<file path="src/sv/usb_ssd_pkg.sv">
`default_nettype none

package usb_ssd_pkg;

    // counter width default
    localparam int COUNT_BITS_DEF = 32;

    // packet framing
    localparam int POS_BITS     = 11;
    localparam int STATUS_BYTES = 2;
    localparam logic [POS_BITS-1:0] LINE_STATUS_POS   = POS_BITS'(STATUS_BYTES - 1);
    localparam logic [POS_BITS-1:0] FIRST_PAYLOAD_POS = POS_BITS'(STATUS_BYTES);
    localparam logic [POS_BITS-1:0] MIN_PACKET_SIZE   = POS_BITS'(STATUS_BYTES + 1);
    localparam logic [POS_BITS-1:0] PACKET_SIZE_RESET = POS_BITS'(64);

    // line status bit positions
    localparam int LSR_OVERRUN_BIT = 1;
    localparam int LSR_FRAMING_BIT = 3;
    localparam int LSR_BREAK_BIT   = 4;

    // command codes
    localparam logic CMD_BYTE  = 1'b0;
    localparam logic CMD_CLEAR = 1'b1;

    // one input transaction
    typedef struct packed {
        logic       command;
        logic [7:0] data_byte;
        logic       last_of_transfer;
    } t_item;

endpackage

`default_nettype wire

</file>
<file path="src/sv/usb_ssd_if.sv">
`default_nettype none

// input byte channel
interface usb_ssd_in_if;
    logic       valid;
    logic       ready;
    logic       command;
    logic [7:0] data_byte;
    logic       last_of_transfer;

    modport source (output valid, output command, output data_byte,
                    output last_of_transfer, input ready);
    modport sink   (input valid, input command, input data_byte,
                    input last_of_transfer, output ready);
endinterface

// result channel
interface usb_ssd_out_if #(
    parameter int COUNT_BITS = usb_ssd_pkg::COUNT_BITS_DEF
);
    logic                  valid;
    logic                  ready;
    logic                  payload_valid;
    logic [7:0]            payload_byte;
    logic [COUNT_BITS-1:0] overrun_total;
    logic [COUNT_BITS-1:0] framing_total;
    logic [COUNT_BITS-1:0] break_total;
    logic                  break_active;
    logic [COUNT_BITS-1:0] lost_total;

    modport source (output valid, output payload_valid, output payload_byte,
                    output overrun_total, output framing_total, output break_total,
                    output break_active, output lost_total, input ready);
    modport sink   (input valid, input payload_valid, input payload_byte,
                    input overrun_total, input framing_total, input break_total,
                    input break_active, input lost_total, output ready);
endinterface

`default_nettype wire

</file>
<file path="src/sv/usb_ssd_in_reg.sv">
`default_nettype none

module usb_ssd_in_reg (
    input  wire                 i_clk,
    input  wire                 i_rst_n,
    usb_ssd_in_if.sink          i_in,
    input  wire                 i_down_ready,
    output logic                o_valid,
    output usb_ssd_pkg::t_item  o_item
);

    logic               r_valid;
    logic               n_valid;
    usb_ssd_pkg::t_item r_item;
    logic               w_ready;

    // room when empty or when the held transaction moves on
    assign w_ready    = !r_valid || i_down_ready;
    assign i_in.ready = w_ready;

    // occupancy
    always_comb begin
        n_valid = r_valid;
        if (w_ready) begin
            n_valid = i_in.valid;
        end
    end

    always_ff @(posedge i_clk) begin
        if (!i_rst_n) begin
            r_valid <= 1'b0;
        end else begin
            r_valid <= n_valid;
        end
    end

    // payload capture
    always_ff @(posedge i_clk) begin
        if (w_ready && i_in.valid) begin
            r_item.command          <= i_in.command;
            r_item.data_byte        <= i_in.data_byte;
            r_item.last_of_transfer <= i_in.last_of_transfer;
        end
    end

    assign o_valid = r_valid;
    assign o_item  = r_item;

endmodule

`default_nettype wire

</file>
<file path="src/sv/usb_ssd_proc.sv">
`default_nettype none

module usb_ssd_proc #(
    parameter int COUNT_BITS = usb_ssd_pkg::COUNT_BITS_DEF
) (
    input  wire                                   i_clk,
    input  wire                                   i_rst_n,
    input  wire                                   i_valid,
    input  wire usb_ssd_pkg::t_item               i_item,
    output logic                                  o_ready,
    input  wire [usb_ssd_pkg::POS_BITS-1:0]       i_packet_size,
    usb_ssd_out_if.source                         o_out
);

    localparam int PB = usb_ssd_pkg::POS_BITS;

    logic                  r_out_valid, n_out_valid;
    logic                  r_pay_valid, n_pay_valid;
    logic [7:0]            r_pay_byte,  n_pay_byte;
    logic [PB-1:0]         r_pos,       n_pos;
    logic [COUNT_BITS-1:0] r_ovr,       n_ovr;
    logic [COUNT_BITS-1:0] r_frm,       n_frm;
    logic [COUNT_BITS-1:0] r_brk,       n_brk;
    logic                  r_brk_flag,  n_brk_flag;
    logic [COUNT_BITS-1:0] r_loss,      n_loss;

    logic                  w_fire;
    logic [PB-1:0]         w_size;
    logic [PB:0]           w_pos_inc;
    logic                  w_brk_bit;

    // result register frees up when empty or taken
    assign o_ready = !r_out_valid || o_out.ready;
    assign w_fire  = i_valid && o_ready;

    // packet size floor
    assign w_size = (i_packet_size < usb_ssd_pkg::MIN_PACKET_SIZE)
                    ? usb_ssd_pkg::MIN_PACKET_SIZE : i_packet_size;
    assign w_pos_inc = {1'b0, r_pos} + {{PB{1'b0}}, 1'b1};
    assign w_brk_bit = i_item.data_byte[usb_ssd_pkg::LSR_BREAK_BIT];

    // deframe and count
    always_comb begin
        n_out_valid = r_out_valid;
        n_pay_valid = r_pay_valid;
        n_pay_byte  = r_pay_byte;
        n_pos       = r_pos;
        n_ovr       = r_ovr;
        n_frm       = r_frm;
        n_brk       = r_brk;
        n_brk_flag  = r_brk_flag;
        n_loss      = r_loss;
        if (o_ready) begin
            n_out_valid = i_valid;
        end
        if (w_fire) begin
            n_pay_valid = 1'b0;
            n_pay_byte  = 8'd0;
            case (i_item.command)
                usb_ssd_pkg::CMD_CLEAR: begin
                    n_ovr = '0;
                    n_frm = '0;
                end
                usb_ssd_pkg::CMD_BYTE: begin
                    if (r_pos == usb_ssd_pkg::LINE_STATUS_POS) begin
                        if (i_item.data_byte[usb_ssd_pkg::LSR_OVERRUN_BIT]) begin
                            n_ovr  = r_ovr + 1'b1;
                            n_loss = r_loss + 1'b1;
                        end
                        if (i_item.data_byte[usb_ssd_pkg::LSR_FRAMING_BIT]) begin
                            n_frm = r_frm + 1'b1;
                        end
                        // count break on its rising edge only
                        if (w_brk_bit && !r_brk_flag) begin
                            n_brk = r_brk + 1'b1;
                        end
                        n_brk_flag = w_brk_bit;
                    end else if (r_pos >= usb_ssd_pkg::FIRST_PAYLOAD_POS) begin
                        n_pay_valid = 1'b1;
                        n_pay_byte  = i_item.data_byte;
                    end
                    // packet position, restart on end of packet or transfer
                    if (i_item.last_of_transfer || (w_pos_inc >= {1'b0, w_size})) begin
                        n_pos = '0;
                    end else begin
                        n_pos = w_pos_inc[PB-1:0];
                    end
                end
                default: begin
                    n_pos = r_pos;
                end
            endcase
        end
    end

    // control and counter state
    always_ff @(posedge i_clk) begin
        if (!i_rst_n) begin
            r_out_valid <= 1'b0;
            r_pos       <= '0;
            r_ovr       <= '0;
            r_frm       <= '0;
            r_brk       <= '0;
            r_brk_flag  <= 1'b0;
            r_loss      <= '0;
        end else begin
            r_out_valid <= n_out_valid;
            r_pos       <= n_pos;
            r_ovr       <= n_ovr;
            r_frm       <= n_frm;
            r_brk       <= n_brk;
            r_brk_flag  <= n_brk_flag;
            r_loss      <= n_loss;
        end
    end

    // payload result
    always_ff @(posedge i_clk) begin
        r_pay_valid <= n_pay_valid;
        r_pay_byte  <= n_pay_byte;
    end

    assign o_out.valid         = r_out_valid;
    assign o_out.payload_valid = r_pay_valid;
    assign o_out.payload_byte  = r_pay_byte;
    assign o_out.overrun_total = r_ovr;
    assign o_out.framing_total = r_frm;
    assign o_out.break_total   = r_brk;
    assign o_out.break_active  = r_brk_flag;
    assign o_out.lost_total    = r_loss;

endmodule

`default_nettype wire

</file>
<file path="src/sv/usb_serial_status_deframer_core.sv">
// Serial status deframer: strips the two status bytes from each packet of a
// bulk-in transfer, passes the rest on as payload and counts line errors.
// i_in carries one transaction per transfer byte (command 0) or a clear of
// the overrun and framing counters (command 1). o_out carries exactly one
// result per input transaction: the payload byte when there is one, and
// the error counters and break state after that transaction.
// i_cfg_wr_en / i_cfg_wr_data write the packet size; write it only while
// no transaction is in flight.
// A transaction accepted by i_in passes two register stages, the input
// register and then the result register. Throughput: one transaction per
// cycle while o_out is not stalled, set by the combinational update of
// the position and counters between the two registers.
// Reset (synchronous, active low) empties both stages, zeroes all counters
// and the packet position, and sets the packet size to 64.
// When o_out is stalled the result register holds, the input register
// fills behind it, and i_in.ready drops once both are full.
`default_nettype none

module usb_serial_status_deframer_core #(
    parameter int COUNT_BITS = usb_ssd_pkg::COUNT_BITS_DEF
) (
    input  wire                                i_clk,
    input  wire                                i_rst_n,
    usb_ssd_in_if.sink                         i_in,
    usb_ssd_out_if.source                      o_out,
    input  wire                                i_cfg_wr_en,
    input  wire [usb_ssd_pkg::POS_BITS-1:0]    i_cfg_wr_data
);

    logic [usb_ssd_pkg::POS_BITS-1:0] r_packet_size;
    logic                             w_s1_valid;
    usb_ssd_pkg::t_item               w_s1_item;
    logic                             w_proc_ready;

    // packet size register
    always_ff @(posedge i_clk) begin
        if (!i_rst_n) begin
            r_packet_size <= usb_ssd_pkg::PACKET_SIZE_RESET;
        end else if (i_cfg_wr_en) begin
            r_packet_size <= i_cfg_wr_data;
        end
    end

    // input register stage
    usb_ssd_in_reg u_in_reg (
        .i_clk        (i_clk),
        .i_rst_n      (i_rst_n),
        .i_in         (i_in),
        .i_down_ready (w_proc_ready),
        .o_valid      (w_s1_valid),
        .o_item       (w_s1_item)
    );

    // deframe, count and result register
    usb_ssd_proc #(
        .COUNT_BITS (COUNT_BITS)
    ) u_proc (
        .i_clk         (i_clk),
        .i_rst_n       (i_rst_n),
        .i_valid       (w_s1_valid),
        .i_item        (w_s1_item),
        .o_ready       (w_proc_ready),
        .i_packet_size (r_packet_size),
        .o_out         (o_out)
    );

`ifndef SYNTHESIS
    // a processed clear shows zeroed overrun and framing counts
    a_clear_zeroes: assert property (@(posedge i_clk) disable iff (!i_rst_n)
        (w_s1_valid && w_proc_ready && (w_s1_item.command == usb_ssd_pkg::CMD_CLEAR))
        |=> (o_out.valid && (o_out.overrun_total == '0) && (o_out.framing_total == '0)))
        else $error("clear transaction did not zero counters");

    // status bytes and clears carry a zero payload
    a_payload_zero: assert property (@(posedge i_clk) disable iff (!i_rst_n)
        (o_out.valid && !o_out.payload_valid) |-> (o_out.payload_byte == 8'd0))
        else $error("nonzero payload byte without payload_valid");

    // input side only stalls while the input register is occupied
    a_in_ready: assert property (@(posedge i_clk) disable iff (!i_rst_n)
        !w_s1_valid |-> i_in.ready)
        else $error("input stalled with empty input register");

    // both stages empty right after reset
    a_reset_empty: assert property (@(posedge i_clk) disable iff (!i_rst_n)
        !$past(i_rst_n) |-> (!o_out.valid && !w_s1_valid))
        else $error("pipeline not empty after reset");
`endif

endmodule

`default_nettype wire
</file>
<file path="src/flat_wrapper.sv">
// flat-port wrapper written by rule: the top's interface ports become plain ports
module usb_serial_status_deframer_core_flat 
#(
    parameter int COUNT_BITS = usb_ssd_pkg::COUNT_BITS_DEF
)
  (i_clk, i_rst_n, i_cfg_wr_en, i_cfg_wr_data, i_in_valid, i_in_command, i_in_data_byte, i_in_last_of_transfer, i_in_ready, o_out_valid, o_out_payload_valid, o_out_payload_byte, o_out_overrun_total, o_out_framing_total, o_out_break_total, o_out_break_active, o_out_lost_total, o_out_ready);
  usb_ssd_in_if i_in_i ();
  usb_ssd_out_if #(.COUNT_BITS(COUNT_BITS)) o_out_i ();
  input  wire i_clk;
  input  wire i_rst_n;
  input  wire i_cfg_wr_en;
  input  wire [usb_ssd_pkg::POS_BITS-1:0] i_cfg_wr_data;
  input wire logic [$bits(i_in_i.valid)-1:0] i_in_valid;
  input wire logic [$bits(i_in_i.command)-1:0] i_in_command;
  input wire logic [$bits(i_in_i.data_byte)-1:0] i_in_data_byte;
  input wire logic [$bits(i_in_i.last_of_transfer)-1:0] i_in_last_of_transfer;
  output wire logic [$bits(i_in_i.ready)-1:0] i_in_ready;
  output wire logic [$bits(o_out_i.valid)-1:0] o_out_valid;
  output wire logic [$bits(o_out_i.payload_valid)-1:0] o_out_payload_valid;
  output wire logic [$bits(o_out_i.payload_byte)-1:0] o_out_payload_byte;
  output wire logic [$bits(o_out_i.overrun_total)-1:0] o_out_overrun_total;
  output wire logic [$bits(o_out_i.framing_total)-1:0] o_out_framing_total;
  output wire logic [$bits(o_out_i.break_total)-1:0] o_out_break_total;
  output wire logic [$bits(o_out_i.break_active)-1:0] o_out_break_active;
  output wire logic [$bits(o_out_i.lost_total)-1:0] o_out_lost_total;
  input wire logic [$bits(o_out_i.ready)-1:0] o_out_ready;
  assign i_in_i.valid = i_in_valid;
  assign i_in_i.command = i_in_command;
  assign i_in_i.data_byte = i_in_data_byte;
  assign i_in_i.last_of_transfer = i_in_last_of_transfer;
  assign i_in_ready = i_in_i.ready;
  assign o_out_valid = o_out_i.valid;
  assign o_out_payload_valid = o_out_i.payload_valid;
  assign o_out_payload_byte = o_out_i.payload_byte;
  assign o_out_overrun_total = o_out_i.overrun_total;
  assign o_out_framing_total = o_out_i.framing_total;
  assign o_out_break_total = o_out_i.break_total;
  assign o_out_break_active = o_out_i.break_active;
  assign o_out_lost_total = o_out_i.lost_total;
  assign o_out_i.ready = o_out_ready;
  usb_serial_status_deframer_core #(.COUNT_BITS(COUNT_BITS)) u_core (.i_clk(i_clk), .i_rst_n(i_rst_n), .i_in(i_in_i), .o_out(o_out_i), .i_cfg_wr_en(i_cfg_wr_en), .i_cfg_wr_data(i_cfg_wr_data));
endmodule
</file>
<file path="config.mk">
export PLATFORM = sky130hd
export DESIGN_NAME = usb_serial_status_deframer_core_flat
export DESIGN_NICKNAME = d
export VERILOG_FILES = /design/src/sv/usb_ssd_pkg.sv /design/src/sv/usb_ssd_if.sv /design/src/sv/usb_ssd_in_reg.sv /design/src/sv/usb_ssd_proc.sv /design/src/sv/usb_serial_status_deframer_core.sv /design/src/flat_wrapper.sv
export SDC_FILE = /design/constraint.sdc
export NUM_CORES = 1
export LEC_CHECK = 0
export BUFFER_PORTS_ARGS = -buffer_cell sky130_fd_sc_hd__buf_2
export CAP_MARGIN = 20
export CORE_MARGIN = 2
export CORE_UTILIZATION = 60
export DETAILED_ROUTE_END_ITERATION = 6
export MAX_ROUTING_LAYER = met4
export PLACE_DENSITY = 0.87
export SKIP_LAST_GASP = 1
export SYNTH_ARGS = -nofsm -noshare
export SYNTH_HDL_FRONTEND = slang
export SYNTH_SLANG_ARGS = --single-unit
</file>
<file path="constraint.sdc">
create_clock -name i_clk -period 4.45 [get_ports i_clk]
set_input_delay 0.6675 -clock i_clk [delete_from_list [all_inputs] [get_ports i_clk]]
set_output_delay 0.6675 -clock i_clk [all_outputs]
set_load 0.03 [all_outputs]
</file>
# Word level (Yosys, flattened, before mapping)
# Cells that the tools add are included.
# totals
reg_bits,172
word_cells,54
out_inout_bits,140
# classes
n_eq_ne,4
add_sub_neg,5
n_reduce_logical,17
n_lt_le_gt_ge,3
muxes,9
n_bitwise,2
# op_table
operator,n
adder 32 x 1 -> 32 bit (second input constant),4
2-to-1 mux 32 bit,4
case mux 32 bit (2 select lines),2
2-to-1 mux 11 bit,2
adder 11 x 1 -> 12 bit (second input constant),1
greater-or-equal comparator 12 x 11 -> 1 bit,1
equality test 11 x 1 -> 1 bit (second input constant),1
greater-or-equal comparator 11 x 2 -> 1 bit (second input constant),1
less-than comparator 11 x 2 -> 1 bit (second input constant),1
AND reduction 3 bit,3
AND reduction 4 bit,2
inequality test 2 x 1 -> 1 bit (second input constant),2
logical AND 1 bit,3
zero test 1 bit,3
logical OR 1 bit,3
OR reduction 3 bit,1
inequality test 2 bit (second input constant),1
NOT 1 bit,2
AND reduction 2 bit,1
OR reduction 2 bit,1
2-to-1 mux 1 bit,1

# Logic depth before layout (Yosys ltp)
# logic_depth
word_depth,5
mapped_depth,11

# Cells and area by module
# From an unflattened synthesis, not the netlist that was laid out.
# unflattened
cells_unflattened,945
hier_area_um2,8349.3
# by_module_without_submodules
module,instances,cells_each,seq_area_each_um2,area_per_inst_um2
usb_ssd_proc,1,895,3093.0,7579.8
usb_serial_status_deframer_core,1,35,220.2,411.6
usb_ssd_in_reg,1,15,320.3,357.8

# Least setup slack after synthesis
# No wires, ideal clock.
# synth_path
path_type,register to register
from,register u_core.u_proc.r_pos[0]
to,register u_core.u_proc.r_pos[2]
required_ps,4378
path_buffers,0
t_arrival_ps,2480
stages_incl_launch_ff,12
path_slack_ps,1899
period_less_slack_ps,2551
cell_sequence,dfxtp_1 -> ha_1 -> nand4_1 -> inv_1 -> nand2_1 -> xnor2_1 -> ha_1 -> a21oi_1 -> nand2_1 -> a221oi_1 -> a31oi_1 -> mux2i_1
# synth_via
elab_chain_len,4
# synth_lines
item,line_no,text
"start, declared",usb_ssd_proc.sv:20,"logic [PB-1:0] r_pos, n_pos;"
"start signal, assigned",usb_ssd_proc.sv:108,r_pos <= n_pos;
adder 11 x 1 -> 12 bit (*),usb_ssd_proc.sv:39,"assign w_pos_inc = {1'b0, r_pos} + {{PB{1'b0}}, 1'b1};"
greater-or-equal comparator 12 x 11 -> 1 bit,usb_ssd_proc.sv:83,"if (i_item.last_of_transfer || (w_pos_inc >= {1'b0, w_size})) begin"
logical OR 1 bit,usb_ssd_proc.sv:83,
2-to-1 mux 11 bit (*),usb_ssd_proc.sv:83,
# Every way passes the cells marked *; elsewhere a longest branch is shown, timed or not.
# A chain may end at the register's enable or synchronous reset.

# Worst setup path after layout
# layout_path
from,register u_core.u_proc.r_pos[0]
to,register u_core.u_proc.r_pos[0]
# The elaborated chain is that of the path after synthesis.

==> summary.md <==
| Metric | Value |
|---|---|
| Total track usage | 27.6% |
| Register-to-Register Path Depth | 11 |
| Critical path depth | 11 |
| DP HPWL | 13.9 mm |
| Fmax | 328 MHz |
| Worst-skew pair later-pin latency | 0.43 ns |
| Rows | 43 |
| Multi-input gate area | 4390 sq um |
| R2R setup slack | 1.40 ns |
| Placement Setup Slack | 1.17 ns |
| Post-synth top flop | dfxtp_1 |
| CTS max path bufs | 2 |
| Largest net degree at the start of global routing | 61 |
| Sequential area share after synthesis | 43.6% |
| Die area | 14,800 sq um |
| Synth-to-layout area growth | 17.9% |
| Routed vias | 7,831 |
| First DRT Iteration DRCs | 695 |
| Drt first pass iters | 6 |
| Fin crit period | 3.05 ns |
| Slowest-stage cell, CP | a221oi_1 |
| Mapped Cells | 955 |
| # nets final | about 1,100 |
| Fill cells | 1,069 |
| Hold-fix buffers, CTS | 0 |
| Worst slew margin | 45.9% |
| Total detailed-routing wirelength | around 20 mm |
| Gates resized, CTS repair | 0 |
| Number of synthesized flops with an enable pin | 19 |
| PD cells | 323 nW/um^2 |
| Total gr overflow | 0 |
| Num CTS Buffers | 17 |
| Remaining antenna violation count | 0 |
| DRC Markers | 0 |
| RSZ-0062 raised after global routing | false |
| Initial Util | 60.7% |
| Final period util | slightly below 70% |
| Endpoints failing hold | 0 |
| Total power | roughly 0.0032 W |
| Clock sink count | 172 |
| Final WS setup | 1.40 ns |
| Worst setup EP type | register |
| Crit path buf inv count | 1 |
| Post-CTS setup buffer count | 0 |
| Chip height | 122 microns |
| Root Buffer | clkbuf_16 |
| Status | finished, final reports clean |
| CTS tree | done |
| Critical path endpoint | u_core.u_proc.r_pos[0]$_SDFFE_PN0P_ |
| Total core area | 13,700 sq um |
| Setup crit start | u_core.u_proc.r_pos[0]$_SDFFE_PN0P_ |
| Netlist cell types | 54 |
| Arr. time, crit path | 3.39 ns |
| Number of global-route vias before repair | approximately 6,800 |
| Syn_nets | 999 |
| Synthesized flop and latch total | 172 |
| Number of maximum-capacitance violations | 0 |
| CP Max Fanout | 8 |
| Worst-path clk slew | 0.06 ns |
| Gp weighted congestion | 0.871 |
| Final Skew | 0.0107 ns |
| Static Leak | 3.66 nW |
| WS Path Type | register to register |
| Buffers on Ports | between 150 and 200 |
| Routed vias/inst | between 6 and 7 |
| Mapped Area | around 8300 sq um |
| Synth async-reset ratio | 0% |
| CP Launch Type | register |
| Fin Setup TNS | 0 ns |
| Worst-margin pin slew | 0.811 ns |
| Avg Cell Area, Syn | about 8.7 sq um |
| Global-route wire length before repair | around 32 mm |
| Critical R2R Launch | u_core.u_proc.r_pos[0]$_SDFFE_PN0P_ |
| Crit path max-delay family | compound AO/OA/AOI/OAI gates |
| Min-delay worst type | primary input to register |
| Ratio of cells with drive above 1 in the final layout | between 10% and 20% |
| R2r endpoint | u_core.u_proc.r_pos[0]$_SDFFE_PN0P_ |
| DIE WIDTH | between 100 and 150 microns |
| Maximum vdd drop | 0.000206 V |
| Final setup violating endpoints | 0 |
| Initial antenna violation count | 1 |
| Num ports | 166 |
| Ys Warns | 0 |
| Slew Viols, Final | 0 |
| H-tree depth | 4 |
| Cell mode on critical path | nand2_1 |
| CP cell instances | ha_1 -> nand4_1 -> inv_1 -> nand2_1 -> xnor2_1 -> ha_1 -> a21oi_1 -> nand2_1 -> a221oi_1 -> nand2_1 -> o21ai_0 |
| Worst Path Required | 4.79 ns |
| FF/Latch Area | 3630 sq um |
| Slowest cell delay on critical path | 0.71 ns |
| Drt wl/cell | 15.7 microns |
==> flip-flops by register name, summed over array words and instances, names as in the netlist, 8 cells and up <==
name / count
u_core.u_proc.o_out.break_total: 32
u_core.u_proc.o_out.framing_total: 32
u_core.u_proc.o_out.lost_total: 32
u_core.u_proc.o_out.overrun_total: 32
u_core.r_packet_size: 11
u_core.u_proc.r_pos: 11
u_core.u_in_reg.o_item: 10
u_core.u_proc.o_out.payload_byte: 8
==> layer usage <==
metal,GRT usage (%),wire [microns],vias up
li1,-,-,3792
met1,35.9,8950,3716
met2,44.0,9660,294
met3,4.54,1310,29
met4,9.63,259,0
met5,-,0,-
==> placed cells by master (no fill, tap or decap), types with 17 or more instances in the layout <==
cell type	n
or4_1	30
o31ai_1	23
inv_1	32
a21oi_1	63
or3_1	32
nor3_1	23
edfxtp_1	19
dfxtp_1	153
o21ai_0	39
nand2_1	57
nor2_1	99
xnor2_1	59
buf_2	165
clkbuf_16	17
nand4_1	41
ha_1	18
nor4_1	28
nand3_1	55
and4_1	17
==> report_power, final <==
group / switching (W) / total [W] / leakage (nW) / internal (W)
registers: 0.0000127 / 0.00160 / 1.42 / 0.00158
logic: 0.0000835 / 0.000120 / 1.96 / 0.0000367
clock network: 0.000625 / 0.00145 / 0.279 / 0.000825
==> worst min-delay path by stage <==
| stage | cells after the start | start | slack, ns | endpoint |
|---|---|---|---|---|
| 2_1_floorplan | 2 | u_core.r_packet_size[1]$_SDFFE_PN0P_ | 0.46 | u_core.r_packet_size[1]$_SDFFE_PN0P_ |
| 3_3_place_gp | 2 | u_core.u_proc.o_out.lost_total[31]$_SDFFE_PN0P_ | 0.46 | u_core.u_proc.o_out.lost_total[31]$_SDFFE_PN0P_ |
| 3_5_place_dp | 2 | u_core.u_proc.o_out.lost_total[31]$_SDFFE_PN0P_ | 0.47 | u_core.u_proc.o_out.lost_total[31]$_SDFFE_PN0P_ |
| 4_1_cts | 1 | i_in_data_byte[3] | 0.40 | u_core.u_in_reg.o_item[4]$_DFFE_PP_ |
| 5_1_grt | 1 | i_in_last_of_transfer | 0.40 | u_core.u_in_reg.o_item[0]$_DFFE_PP_ |
| 6_report | 1 | i_in_last_of_transfer | 0.42 | u_core.u_in_reg.o_item[0]$_DFFE_PP_ |
==> per-stage QoR <==
step                      instances  area, sq um  util [%]  hold slack, ns
after detailed placement       1254         9220      67.2           0.473
after global routing           1288         9810      71.5           0.400
final                          1288         9810      71.5           0.416
after floorplan                 955         8320         -           0.461
after CTS                      1286         9790      71.4           0.403
after global placement         1254         9220      67.2           0.461
==> cells in the mapped netlist (13+ instances only) <==
| library cell | instances | area [sq um] |
|---|---|---|
| o21ai_0 | 39 | 195 |
| and3_1 | 13 | 81.3 |
| nor3_1 | 23 | 115 |
| and4_1 | 17 | 149 |
| or4_1 | 30 | 225 |
| and2_1 | 13 | 81.3 |
| ha_1 | 18 | 225 |
| nand4_1 | 41 | 257 |
| xnor2_1 | 59 | 517 |
| or3_1 | 32 | 200 |
| inv_1 | 33 | 124 |
| clkbuf_1 | 42 | 158 |
| o31ai_1 | 23 | 173 |
| dfxtp_1 | 153 | 3060 |
| a21oi_1 | 63 | 315 |
| nor2_1 | 99 | 372 |
| nor4_1 | 28 | 175 |
| nand3_1 | 55 | 275 |
| mux2i_1 | 13 | 130 |
| nand2_1 | 57 | 214 |
| edfxtp_1 | 19 | 571 |
==> area by class of cell <==
type | count | share of cell area (%)
diodes | 1 | 0.0255
clock buffers | 17 | 4.34
clock inverters | 15 | 1.49
inverters | 33 | 1.26
multi-input cells | 701 | 44.7
flip-flops and latches | 172 | 37.0
well taps | 180 | 2.30
repair buffers | 169 | 8.85
==> kinds of logic (layout without fill, tap and decap cells) <==
family                   after synthesis  after routing  synth area share, %
multiplexers                          13             13                 1.56
AO/OA/AOI/OAI                        162            162                 12.0
AND/OR/NAND/NOR                      439            439                 29.0
other                                  0              1                    0
XOR/XNOR                              69             69                 7.26
buffers and inverters                 82            234                 3.76
adder cells (fa/ha/maj)               18             18                 2.71
flip-flops                           172            172                 43.6
Power figures use the tool's default switching activity.
